$ cat src/design/teh_pkg.sv
package teh_pkg;

	localparam int ExpW = 32;
	localparam int IdW  = 16;
	localparam int TmoW = 24;
	localparam int SerW = 32;

	typedef enum logic [1:0] {
		REQ_ADD    = 2'd0,
		REQ_CANCEL = 2'd1,
		REQ_SWEEP  = 2'd2,
		REQ_NOP    = 2'd3
	} req_op_t;

	localparam logic [1:0] ST_OK        = 2'd0;
	localparam logic [1:0] ST_FULL      = 2'd1;
	localparam logic [1:0] ST_NOT_FOUND = 2'd2;
	localparam logic [1:0] ST_EXPIRED   = 2'd3;

	typedef struct packed {
		logic [ExpW-1:0] expiry;
		logic [IdW-1:0]  conn;
		logic            deleted;
		logic [SerW-1:0] order;
	} entry_t;

	typedef struct packed {
		req_op_t         op;
		logic [IdW-1:0]  conn_id;
		logic [TmoW-1:0] timeout_ms;
		logic [ExpW-1:0] now_ms;
	} req_t;

	typedef struct packed {
		logic [1:0]     status;
		logic [IdW-1:0] expired_id;
		logic           last;
	} rsp_t;

	// earlier expiry first, then earlier insertion
	function automatic logic sorts_before(entry_t a, entry_t b);
		logic r;
		if (a.expiry != b.expiry) r = a.expiry < b.expiry;
		else r = a.order < b.order;
		return r;
	endfunction

endpackage

$ cat src/design/teh_fifo.sv
module teh_fifo #(
	parameter int WIDTH = 8,
	parameter int DEPTH = 4
) (
	input  logic             clk,
	input  logic             arst_n,
	input  logic             push,
	input  logic [WIDTH-1:0] wdata,
	output logic             full,
	input  logic             pop,
	output logic [WIDTH-1:0] rdata,
	output logic             empty
);
	localparam int PW = $clog2(DEPTH);

	logic [WIDTH-1:0] slot_q [DEPTH];
	logic [PW:0] wr_q, rd_q;

	assign empty = wr_q == rd_q;
	assign full  = (wr_q[PW] != rd_q[PW]) && (wr_q[PW-1:0] == rd_q[PW-1:0]);
	assign rdata = slot_q[rd_q[PW-1:0]];

	always_ff @(posedge clk) begin
		if (push && !full) slot_q[wr_q[PW-1:0]] <= wdata;
	end

	always_ff @(posedge clk or negedge arst_n) begin
		if (!arst_n) begin
			wr_q <= '0;
			rd_q <= '0;
		end else begin
			if (push && !full) wr_q <= wr_q + 1'b1;
			if (pop && !empty) rd_q <= rd_q + 1'b1;
		end
	end
endmodule

$ cat src/design/teh_front.sv
module teh_front (
	input  logic                    clk,
	input  logic                    arst_n,
	input  logic                    push,
	output logic                    full,
	input  logic [1:0]              req_type,
	input  logic [teh_pkg::IdW-1:0]  conn_id,
	input  logic [teh_pkg::TmoW-1:0] timeout_ms,
	input  logic [teh_pkg::ExpW-1:0] now_ms,
	output logic                    req_valid,
	output teh_pkg::req_t           req,
	input  logic                    req_pop
);
	import teh_pkg::*;

	req_t in_word;
	logic q_empty;

	always_comb begin
		in_word.conn_id    = conn_id;
		in_word.timeout_ms = timeout_ms;
		in_word.now_ms     = now_ms;
		unique case (req_type)
			2'd0: in_word.op = REQ_ADD;
			2'd1: in_word.op = REQ_CANCEL;
			2'd2: in_word.op = REQ_SWEEP;
			default: in_word.op = REQ_NOP;
		endcase
	end

	teh_fifo #(.WIDTH($bits(req_t)), .DEPTH(4)) u_req_q (
		.clk(clk), .arst_n(arst_n),
		.push(push), .wdata(in_word), .full(full),
		.pop(req_pop), .rdata(req), .empty(q_empty)
	);

	assign req_valid = !q_empty;
endmodule

$ cat config.mk
export PLATFORM = sky130hd
export DESIGN_NAME = teh_front
export DESIGN_NICKNAME = d
export VERILOG_FILES = /design/src/design/teh_pkg.sv /design/src/design/teh_fifo.sv /design/src/design/teh_front.sv
export SDC_FILE = /design/constraint.sdc
export NUM_CORES = 1
export LEC_CHECK = 0
export BUFFER_PORTS_ARGS = -buffer_cell sky130_fd_sc_hd__buf_2
export CAP_MARGIN = 0
export CELL_PAD_IN_SITES_DETAIL_PLACEMENT = 0
export CELL_PAD_IN_SITES_GLOBAL_PLACEMENT = 1
export CORE_MARGIN = 1.5
export CORE_UTILIZATION = 54
export DETAILED_ROUTE_END_ITERATION = 6
export GPL_ROUTABILITY_DRIVEN = 1
export GPL_TIMING_DRIVEN = 0
export PLACE_DENSITY_LB_ADDON = 0.1
export SYNTH_ARGS = -nofsm -noshare
export SYNTH_HDL_FRONTEND = slang
export SYNTH_HIERARCHICAL = 1
export SYNTH_SLANG_ARGS = --single-unit
$ cat constraint.sdc
create_clock -name clk -period 4.7 [get_ports clk]
set_input_delay 0.94 -clock clk [delete_from_list [all_inputs] [get_ports clk]]
set_output_delay 0.94 -clock clk [all_outputs]
set_load 0.01 [all_outputs]
### After elaboration in Yosys (flattened, before gate mapping)

Memories as Yosys holds them, arrays and structs flattened.
Index checks and enable logic that the tools add are counted.

| storage, ports and cells | value |
|---|---|
| register bits after elaboration | 6 |
| memory bits (writable) | 296 |
| output and inout bits | 76 |
| word-level logic and storage cells | 19 |
| memories | 1 |

| cells by class | value |
|---|---|
| add/sub/neg operators | 2 |
| eq/ne operators | 5 |
| multiplexer cells | 3 |
| reduce and logical (&&, ||, !) cells | 6 |

Memories:

| memory | depth | bits a word | read ports | clocked after memory_dff | wr ports | RTL line | source |
|---|---|---|---|---|---|---|---|
| u_req_q.slot_q | 4 | 74 | 1 | 0 | 1 | teh_fifo.sv:16 | `logic [WIDTH-1:0] slot_q [DEPTH];` |

Operators by type and width:

| kind | number |
|---|---|
| adder 3 x 1 -> 3 bit (second input constant) | 2 |
| case mux 2 bit (3 select lines) | 1 |
| equality test 3 bit | 1 |
| logical AND 1 bit | 3 |
| equality test 2 x 1 -> 1 bit (second input constant) | 1 |
| equality test 2 bit | 1 |
| equality test 2 bit (second input constant) | 1 |
| zero test 1 bit | 2 |
| zero test 2 bit | 1 |
| 2-to-1 mux 1 bit | 2 |
| != test 1 bit | 1 |

### Depth between registers and ports, before layout

| depth | value |
|---|---|
| depth after elaboration | 6 |
| depth in mapped cells | 5 |

### By module

Netlist, hierarchy kept.

By module, submodules not included:

| module | times used | cells each | area each (um2) |
|---|---|---|---|
| teh_fifo | 1 | 436 | 11182.0 |
| teh_front | 1 | 3 | 11.3 |

### Worst setup path before layout

Ideal clock, no wire load.

| timing path | value |
|---|---|
| kind | in2reg |
| start point | input port push |
| end point | memory u_req_q/slot_q[0][0] (netlist name) (enable) |
| library setup time | 0.441 ns |
| arrival time | 2.720 ns |
| data required time | 4.259 ns |
| path slack | 1.540 ns |
| stages on the path | 1 |
| cells stage by stage | and3_1 |

| on the way | value |
|---|---|
| longest elaborated chain between the ends | 3 |

RTL lines:

| element | RTL line | source |
|---|---|---|
| start: declaration | teh_front.sv:4 | `input logic push,` |
| logical AND 1 bit | teh_fifo.sv:24 | `if (push && !full) slot_q[wr_q[PW-1:0]] <= wdata;` |
| 2-to-1 mux 1 bit | teh_fifo.sv:24 |  |
| 2-to-1 mux 1 bit (not written as such) | teh_fifo.sv:24 |  |
| end: declaration | teh_fifo.sv:16 |  |

No other way between the ends.

==> impl_metrics.tcl <==
set metrics [dict create \
    port_buffers 151 \
    critPathKind "flip-flop to primary output" \
    post-route-drc-count 0 \
    drive_gt1_share_pct 44.5 \
    firstDrtPassIters 4 \
    cts_sinks 302 \
    worst_setup_path_start_kind "flip-flop" \
    maxCapViolations 0 \
    peakVddDrop_uv 385 \
    avgSynthCellArea_sq_um 25.5 \
    initial_core_util_pct 55.1 \
    synth_nets 522 \
    area_delta_synth_final_pct 19.7 \
    final.setup.worst_slack_ps 1440 \
    drt_iter0_drc 237 \
    worstPathRequired_ps 3760 \
    synth_edf_count 296 \
    setup_violations 0 \
    power.total_mw 8.47 \
    path_cells "buf_2, buf_2, buf_2, mux4_2, buf_2" \
    netlist_instances 439 \
    die_h_um 147 \
    rr_startpoint "u_req_q/rd_q[1]" \
    fmax_mhz 307 \
    h-tree-depth 1 \
    antenna_found_initial 1 \
    cts_hold_buf 0 \
    cts_setup_buffers 0 \
    fin_worst_skew_ps 9.12 \
    synth_seq_area_share_pct 80.8 \
    root_buffer "clkbuf_16" \
    worst_slew_pin_slew_ps 845 \
    hold_class "input pin to async pin" \
    critical_path_arrival_ps 2320 \
    post_cts_resized 0 \
    p_leak_nw 4.58 \
    dieArea_sq_um 21600 \
    grt_pass1_vias 5446 \
    place_inst 867 \
    globalRouteOverflowTotal 0 \
    end_kind "primary output" \
    yosys_most_used_dff "edfxtp_1" \
    finalWeightedCongestion 0.704 \
    hold_viol 0 \
    grt_max_degree 41 \
    via_count 5044 \
    place_hpwl_mm 11.9 \
    die_w_um 147 \
    crit_top_cell "buf_2" \
    nets 712 \
    rsz0062_at_grt "false" \
    ys_ff_latch 302 \
    grt_pass1_wl_mm 30.1 \
    final_common_cell "edfxtp_1" \
    most-common-layout-cells "edfxtp_1, buf_2, mux4_2" \
    core_sq_um 20300 \
    wirelength_mm 19.1 \
    drv_slew 0 \
    yosys_warnings 6 \
    pre_cts_slack_ps 1950 \
    min_period_ps 3260 \
    finalNonFillerCells 923 \
    power_density_nw_per_um2 632 \
    fin_tns_setup_ps 0 \
    reg2reg_slack_ps 2360 \
    status "completed" \
    clock_path_buffers 3 \
    critPathMaxStageDelay_ps 390 \
    relSlewSlack_pct 43.7 \
    vias_per_cell 5.46 \
    cts_tree "built" \
    rr_worst_depth 5 \
    netlist_area_sq_um 11200 \
    rr_endpoint "u_req_q/slot_q[2][57]" \
    cts.clk_slew.worst_paths_ps 60 \
    fin_crit_sh_pct 69.3 \
    crit_slowest_cell "mux4_2" \
    grt_use_total_pct 18.4 \
    clk_latency_ps 530 \
    routedWlPerCell_um 20.7 \
    ios 154 \
    numCtsBuffers 30 \
    ys_types 27 \
    rows 52 \
    worst_hold_slack_ps 222 \
    ant_nets 0 \
    async_reset_ff_share_pct 1.99 \
    nFillCells 1387 \
    cp_max_fo 10 \
]
-- per-stage QoR --
step / area (sq um) / utilization, %
global route: 13400 / 66.0
global placement: 12300 / 60.5
finish: 13400 / 66.0
floorplan: 11200 / -
detailed placement: 12500 / 61.6
CTS: 13400 / 66.0
-- worst max path at each step --
stage          cells after the start               endpoint  slack [ps]       startpoint
3_5_place_dp                       5                req[47]        1950  u_req_q/rd_q[1]
6_report                           5                req[47]        1440  u_req_q/rd_q[1]
3_3_place_gp                       2  u_req_q/slot_q[1][38]        -0.6             push
5_1_grt                            5                req[47]        1310  u_req_q/rd_q[1]
2_1_floorplan                      1   u_req_q/slot_q[0][0]        1540             push
4_1_cts                            5                req[47]        1370  u_req_q/rd_q[1]
-- final cells by class --
cell class | count | area, sq um | share of cell area, %
plain buffers | 20 | 133 | 0.990
well taps | 270 | 338 | 2.52
multi-input cells | 112 | 2020 | 15.1
repair buffers | 158 | 948 | 7.08
clock buffers | 41 | 813 | 6.07
inverters | 5 | 18.8 | 0.140
diodes | 2 | 5.00 | 0.0374
clock inverters | 13 | 86.3 | 0.644
flip-flops and latches | 302 | 9040 | 67.5
-- cells by family after synthesis --
family / Yosys count / share of synthesized area [%]
AOI/OAI and AO/OA: 13 / 0.905
xor gates and xnor gates: 9 / 1.01
adders and majority gates: 5 / 0.559
buffers and inverters: 25 / 1.35
DFF: 302 / 80.8
muxes: 74 / 14.9
and+or+nand+nor: 11 / 0.536
-- routing by layer --
metal	routed length [um]	global-route usage, %	up-vias
li1	-	-	2266
met1	7920	25.1	2604
met2	9410	29.9	142
met3	1340	4.88	32
met4	437	5.25	0
met5	0	0	-
-- synth_stat cells, drive strengths merged, types with 2 or more instances --
cell    count  share of area [%]
a21oi       4               0.18
edfxtp    296                 79
a211oi      2               0.13
inv         5               0.17
buf        14               0.98
and3        3               0.17
dfrtp       6                1.3
nand2b      2               0.11
clkbuf      6               0.20
mux4       74                 15
a31oi       2               0.25
o31ai       4               0.27
ha          5               0.56
xor2        4               0.55
xnor2       5               0.46
nand3       2              0.089
-- critical path, delay by kind of cell, from the launching register on --
family / cells / cell delay [ps]
mux: 1 / 390
buf+inv: 4 / 1050
flops: 1 / 340
-- power by group --
part	switching, mW	internal (mW)
Sequential	0.140	3.58
Combinational	1.39	1.20
Clock	0.903	1.26
-- state kept, by name, summed over array words and instances (netlist names) --
signal          flops
u_req_q/slot_q    296
u_req_q/rd_q        3
u_req_q/wr_q        3
Note: power is estimated with default switching activity, not from simulation.
