## src/design/teh_fifo.sv

```systemverilog
module teh_fifo #(
	parameter int WIDTH = 8,
	parameter int DEPTH = 4
) (
	input  logic             clk,
	input  logic             arst_n,
	input  logic             push,
	input  logic [WIDTH-1:0] wdata,
	output logic             full,
	input  logic             pop,
	output logic [WIDTH-1:0] rdata,
	output logic             empty
);
	localparam int PW = $clog2(DEPTH);

	logic [WIDTH-1:0] slot_q [DEPTH];
	logic [PW:0] wr_q, rd_q;

	assign empty = wr_q == rd_q;
	assign full  = (wr_q[PW] != rd_q[PW]) && (wr_q[PW-1:0] == rd_q[PW-1:0]);
	assign rdata = slot_q[rd_q[PW-1:0]];

	always_ff @(posedge clk) begin
		if (push && !full) slot_q[wr_q[PW-1:0]] <= wdata;
	end

	always_ff @(posedge clk or negedge arst_n) begin
		if (!arst_n) begin
			wr_q <= '0;
			rd_q <= '0;
		end else begin
			if (push && !full) wr_q <= wr_q + 1'b1;
			if (pop && !empty) rd_q <= rd_q + 1'b1;
		end
	end
endmodule

```

## config.mk

```make
export PLATFORM = sky130hd
export DESIGN_NAME = teh_fifo
export DESIGN_NICKNAME = d
export VERILOG_FILES = /design/src/design/teh_fifo.sv
export SDC_FILE = /design/constraint.sdc
export NUM_CORES = 1
export LEC_CHECK = 0
export ABC_CLOCK_PERIOD_IN_PS = 2250
export BUFFER_PORTS_ARGS = -buffer_cell sky130_fd_sc_hd__buf_4
export CORE_AREA = 2 2 67 69
export DETAILED_ROUTE_END_ITERATION = 6
export DIE_AREA = 0 0 69 71
export GPL_TIMING_DRIVEN = 0
export SLEW_MARGIN = 20
export SYNTH_ARGS = -nofsm -noshare
export SYNTH_HDL_FRONTEND = slang
export SYNTH_SLANG_ARGS = --single-unit
```

## constraint.sdc

```tcl
create_clock -name clk -period 2.25 [get_ports clk]
set_input_delay 0.45 -clock clk [delete_from_list [all_inputs] [get_ports clk]]
set_output_delay 0.45 -clock clk [all_outputs]
set_load 0.1 [all_outputs]
```

; Word-level counts from Yosys, hierarchy flattened
; Memory sizes are Yosys's and may differ from the RTL's.
; Index checks and enable logic that the tools add are counted.
[word_totals]
register_bits = 6
mem_bits_rw = 32
inputBits = 12
out_inout_bits = 10
wordCells = 15
memories = 1
[classes]
add_sub_neg = 2
n_eq_ne = 3
muxes = 2
n_reduce_logical = 5
[mem_list]
columns = memory, depth, width, rd, rd_clocked_by_memory_dff, write_ports, line_no
row1 = slot_q, 4, 8, 1, 0, 1, 16  ; logic [WIDTH-1:0] slot_q [DEPTH];
[op_table]
columns = op, n
row1 = $add A3 B1 Y3 const B, 2
row2 = $eq A3 B3 Y1, 1
row3 = $logic_and A1 B1 Y1, 3
row4 = $eq A2 B2 Y1, 1
row5 = $logic_not A1 Y1, 2
row6 = $mux W1, 2
row7 = $ne A1 B1 Y1, 1

; Depth between registers and ports, before layout
; Gate-level depths: netlist (run 1).
[logic_depth]
ltp_word = 6
depth_mapped = 5
ltp_nobuf = 5

; Worst setup path before layout (run 1)
; Ideal clock, no wire load.
[synth_timing]
kind = register to output
startpoint = register wr_q[0]
endpoint = output port empty
arrival_time_ns = 2.141
t_required_ns = 1.800
path_slack_ns = -0.341
path_stages_with_launch = 4
cell_sequence = dfrtp_1 -> xnor2_2 -> nand2_1 -> nor2_1
[synth_via]
elab_chain_cells = 1
[synth_rtl]
columns = item, line_no
row1 = start: declaration, 17  ; logic [PW:0] wr_q, rd_q;
row2 = start signal: assignment, 32  ; if (push && !full) wr_q <= wr_q + 1'b1;
row3 = $eq A3 B3 Y1, 19  ; assign empty = wr_q == rd_q;
row4 = end: declaration, 12  ; output logic empty
; Every way passes these cells.

; Final worst setup path (run 1)
[layout_timing]
startpoint = register rd_q[0]
endpoint = output port rdata[7]
[layout_via]
elab_chain_cells = 1
[layout_rtl]
columns = item, line_no
row1 = start: declaration, 17
row2 = start signal: assignment, 33  ; if (pop && !empty) rd_q <= rd_q + 1'b1;
row3 = $mem_v2 Z4 W8, n/a
row4 = end: declaration, 11  ; output logic [WIDTH-1:0] rdata,
; Every way passes these cells.

==> reports/results.txt, run 1 <==
wire per inst: 15.3 um
die extent in x: 69 um
area leader, netlist: edfxtp_1
TritonCTS Sinks: 38
n_diodes: 0
crit path launch: rd_q[0]
core area: 4200 sq um
fin crit period: 2.15 ns
period utilization: 95.7%
die area: 4900 sq um
largest net degree at the start of global routing: 12
run status: completed
drt drc: 0
RSZ-0062 raised after global routing: no
Port-buffer cells: 21
Slew @ Worst Pin: 0.712 ns
synthesized net count: 109
Final Max Slew Viols: 0
final WL: 2670 um
post-synthesis mux area share: 10.9%
WS Path Type: reg2out
row cnt: 24
die height: 71 um
root buffer cell: clkbuf_8
Async SR Flop Fraction: 15.8%
FILL cells: 374
first-pass GRT wire length: 4550 um
CTS tree: built
Setup crit start kind: flip-flop
Yosys reg bits: 38
Rel. slew slack: 52.4%
Worst Hold Class: in2reg
count leader, synth: edfxtp_1
FF-to-FF Start: wr_q[0]
YS warnings: 0
drt pass-1 iters: 4
Post-Synth XOR/XNOR Area: 6.05%
Mapped Area: 1660 sq um
share of cells above drive strength 1: 38.5%
Critical Path Fanout Max: 10
Mapped Avg Cell Area: 18.0 sq um
skew final: 0.00471 ns
Compound-Gate Fraction of Synth Area: 6.20%
number of global-route vias before repair: 889
library cells used by synthesis: 24
effective utilization at floorplan: 39.4%
setup bufs post-CTS: 0
CTS Buffer Depth: 2
largest family of logic cells by synthesized area: multiplexers
antenna violations before repair: 0
Setup Viol. Count Final: 0
gp weighted congestion: 0.824
DP HPWL: 1820 um
Reg2Reg Capture Point: slot_q[0][5]
IO Count: 22
initial DRC count: 73
share of the yosys chip area belonging to registers: 67.1%
max-cap violation count: 0
Place WS: 0.379 ns
R2R depth: 3
Max Fclk: 0.464 GHz
Clk Latency, worst-skew pair: 0.28 ns
DRT antenna net count: 0
area grow syn2layout: 20.5%
remaining global-route overflow: 0
Reg2Reg Setup Slack: 0.45 ns
Final Hold Fails: 0
adder-cell share of the synthesized area: 3.78%
hold slack: 0.364 ns
Clk pin slew, worst setup/hold paths: 0.07 ns
most used flip-flop cell after synthesis: edfxtp_1
synth cell count leaders: edfxtp_1, mux4_2, dfrtp_1, inv_1, ha_1
Synth Area in Simple Gates: 3.63%
Seq. cell area: 1110 sq um
Syn Inst Count: 92
Num CTS Buffers: 5
Worst Path Arrival: 1.70 ns
Req. time, crit path: 1.80 ns
Final WS setup: 0.0970 ns
endpoint class of the critical path: output port
post-DR vias/cell: 4.78
Synth area leaders: edfxtp_1, mux4_2, dfrtp_1
GRT Overall Usage: 12.6%
vias after detailed routing: 831
end point of the critical path: rdata[7]
# nets final: 138
area occupied by multi-input gates: 519 sq um
Post-synth EDFFs: 32
top-area cell type share of the netlist area: 58.0%
Fin Setup TNS: 0 ns
H-tree depth: 2
[flip-flops by register name (all words and copies together) (netlist names)]
register / flops
wr_q: 3
slot_q: 32
rd_q: 3
[worst max-delay path: stages, from the launching register on]
cell and delay, ns:
dfrtp_2 0.43, buf_6 0.22, mux4_2 0.52, buf_4 0.25
[per-layer routing]
layer  global-route usage [%]  wire (um)
met5                        0          0
met3                     4.56        124
met4                     5.23         42
met1                     15.5       1230
met2                     20.4       1270
[worst min-delay path by stage]
stage,startpoint,end,slack (ns),cells past startpoint
floorplan,arst_n,rd_q[0],0.15,0
global placement,arst_n,wr_q[2],0.27,1
detailed placement,arst_n,rd_q[2],0.27,1
CTS,wdata[1],slot_q[1][1],0.35,1
global route,wdata[0],slot_q[1][0],0.36,1
finish,wdata[2],slot_q[0][2],0.36,1
[layout by cell type (no fill, tap or decap), drive strengths merged, types with 2 or more instances in the layout]
cell and count:
buf 23, a211oi 2, a21oi 4, mux4 8, xor2 4, edfxtp 32, and2 3, dfrtp 6
clkbuf 7, xnor2 4, o31ai 2, nand3 2, nand2b 2, nand2 4, inv 6, a31oi 3
ha 5
[cell families (layout without fill, tap and decap cells)]
group	Yosys count	in the layout
muxes	8	8
adders and majority gates	5	5
and+or+nand+nor	12	12
DFF	38	38
buffers and inverters	8	38
AOI/OAI and AO/OA	13	13
xor gates and xnor gates	8	8
[stage by stage]
| step | instances | cell area (sq um) | util (%) |
|---|---|---|---|
| floorplan | 92 | 1660 | - |
| global placement | 165 | 1880 | 44.7 |
| detailed placement | 165 | 1880 | 44.7 |
| CTS | 174 | 1980 | 47.1 |
| global route | 174 | 1990 | 47.4 |
| finish | 174 | 1990 | 47.4 |
[timing repair]
item / 4_1_cts / 5_1_grt
hold endpoints to repair: 6 / 0
hold buffers: 1 / 0
gates resized for setup: 0 / 2
endpoints found under the setup margin: 0 / 1
[area by class of cell]
type                            instances  area share [%]
Sequential cell                        38            55.8
Clock inverter                          1           0.251
Multi-Input combinational cell         46            26.0
Timing Repair Buffer                   22            8.41
Tap cell                               52            3.26
Buffer                                  2           0.816
Clock buffer                            7            4.33
Inverter                                6            1.13
Power of run 1 is not shown: default switching activity piles up to over one toggle a cycle in this logic, so the estimate is an artifact.
==> run 2: changes to the inputs <==
- MAX_ROUTING_LAYER: not set -> met4
==> run 2 against run 1 <==
Against the previous run: clock-buffer cell count did not move; routed wire length down 0.45%; critical path depth stayed put; global-route usage grew 0.40 points; setup slack about the same.
==> reports/results.txt, run 2 (synthesis gave the netlist of run 1 again) <==
run status: completed
CTS tree: built
Setup Viol. Count Final: 0 (unchanged)
die height: 71 um (unchanged)
max-cap violation count: 0 (unchanged)
share of cells above drive strength 1: 38.5% (unchanged)
drt pass-1 iters: 4 (unchanged)
Non-Filler Instances: 174 (unchanged)
core area: 4200 sq um (unchanged)
wire per inst: 15.2 um (-0.45%)
Port-buffer cells: 21 (unchanged)
GRT met3 Usage: 4.56% (unchanged)
post-DR vias/cell: 4.80 (+0.48%)
die area: 4900 sq um (unchanged)
gp weighted congestion: 0.836 (+1.5%)
antenna violations before repair: 0 (unchanged)
row cnt: 24 (unchanged)
max reg flops: 32 (unchanged)
most common cell after layout, fill and taps aside: edfxtp_1
IO Count: 22 (unchanged)
DP HPWL: 1820 um (unchanged)
n_diodes: 0 (unchanged)
Worst Hold Class: in2reg
DRT antenna net count: 0 (unchanged)
area grow syn2layout: 20.5% (unchanged)
# nets final: 138 (unchanged)
H-tree depth: 2 (unchanged)
RSZ-0062 raised after global routing: no
Final Max Slew Viols: 0 (unchanged)
largest net degree at the start of global routing: 12 (unchanged)
remaining global-route overflow: 0 (unchanged)
Rel. slew slack: 51.6% (-0.79 points)
TritonCTS Sinks: 38 (unchanged)
GR Util met1: 15.5% (unchanged)
period utilization: 95.7% (about the same)
vias after detailed routing: 835 (+0.48%)
fin crit period: 2.15 ns (-0.000220 ns)
Req. time, crit path: 1.80 ns (about the same)
Max Fclk: 0.465 GHz (about the same)
effective utilization at floorplan: 39.4% (unchanged)
Worst Path Arrival: 1.70 ns (about the same)
final WL: 2650 um (-0.45%)
Num CTS Buffers: 5 (unchanged)
root buffer cell: clkbuf_8
GRT Overall Usage: 13.0% (+0.40 points)
first-pass GRT wire length: 4560 um (+0.13%)
Setup crit start kind: flip-flop
met2 usage: 20.4% (unchanged)
Clk Latency, worst-skew pair: 0.28 ns (about the same)
WS Path Type: reg2out
Top Usage Layer GRT: met2
Clk pin slew, worst setup/hold paths: 0.06 ns (about the same)
most frequent cells in the layout: edfxtp_1, buf_4, mux4_2, inv_1, clkbuf_8
FILL cells: 374 (unchanged)
DP Cell Count: 165 (unchanged)
endpoint class of the critical path: output port
Fin Setup TNS: 0 ns (unchanged)
Slew @ Worst Pin: 0.724 ns (+0.0118 ns)
die extent in x: 69 um (unchanged)
Final Hold Fails: 0 (unchanged)
skew final: 0.00431 ns (-0.000396 ns)
CTS Buffer Depth: 2 (unchanged)
initial DRC count: 70 (-4.1%)
drt drc: 0 (unchanged)
number of global-route vias before repair: 889 (unchanged)
hold slack: 0.365 ns (+0.000219 ns)
Critical Path Fanout Max: 10 (unchanged)
-- run 2: path summary, 6_finish.rpt --
path,startpoint,end,slack [ns],cells after the start
worst max register to register,wr_q[0],slot_q[0][5],0.44,3
min in group asynchronous,arst_n,rd_q[1],0.50,2
worst max-delay path,rd_q[0],rdata[7],0.1,3
max in group asynchronous,arst_n,rd_q[0],1.61,2
worst min-delay path,wdata[1],slot_q[1][1],0.36,1
worst min register to register,wr_q[2],wr_q[2],0.60,1
-- run 2: area by class of cell --
cell class	instances	area, sq um	area share (%)
sequential	38	1110	55.8
multi-input combinational	46	519	26.0
timing repair buffer	22	168	8.41
clock buffer	7	86.3	4.33
tap	52	65.1	3.26
inverter	6	22.5	1.13
buffer	2	16.3	0.816
clock inverter	1	5.00	0.251
-- run 2: critical path, stage by stage (launching register included) --
cell,delay (ns)
dfrtp_2,0.43
buf_6,0.22
mux4_2,0.52
buf_4,0.25
-- run 2: timing repair --
| action | in CTS | in global routing |
|---|---|---|
| endpoints found under the hold margin | 6 | 0 |
| buffers inserted | 0 | 0 |
| endpoints found under the setup margin | 0 | 1 |
| hold buffers | 1 | 0 |
| resized for setup | 0 | 2 |
-- run 2: layer usage --
layer	wire length, um	part of all wire [%]
met5	0	0
met4	42	1.6
met3	117	4.4
met2	1270	48
met1	1220	46
-- run 2: per-stage QoR --
| stage | setup WS [ns] | instance area (sq um) | util, % |
|---|---|---|---|
| after global routing | 0.0201 | 1990 | 47.4 |
| after CTS | 0.0378 | 1980 | 47.1 |
| final | 0.0972 | 1990 | 47.4 |
| after global placement | 0.386 | 1880 | 44.7 |
| after floorplan | 0.109 | 1660 | - |
| after detailed placement | 0.379 | 1880 | 44.7 |
Power of run 2 is left out for the same reason.
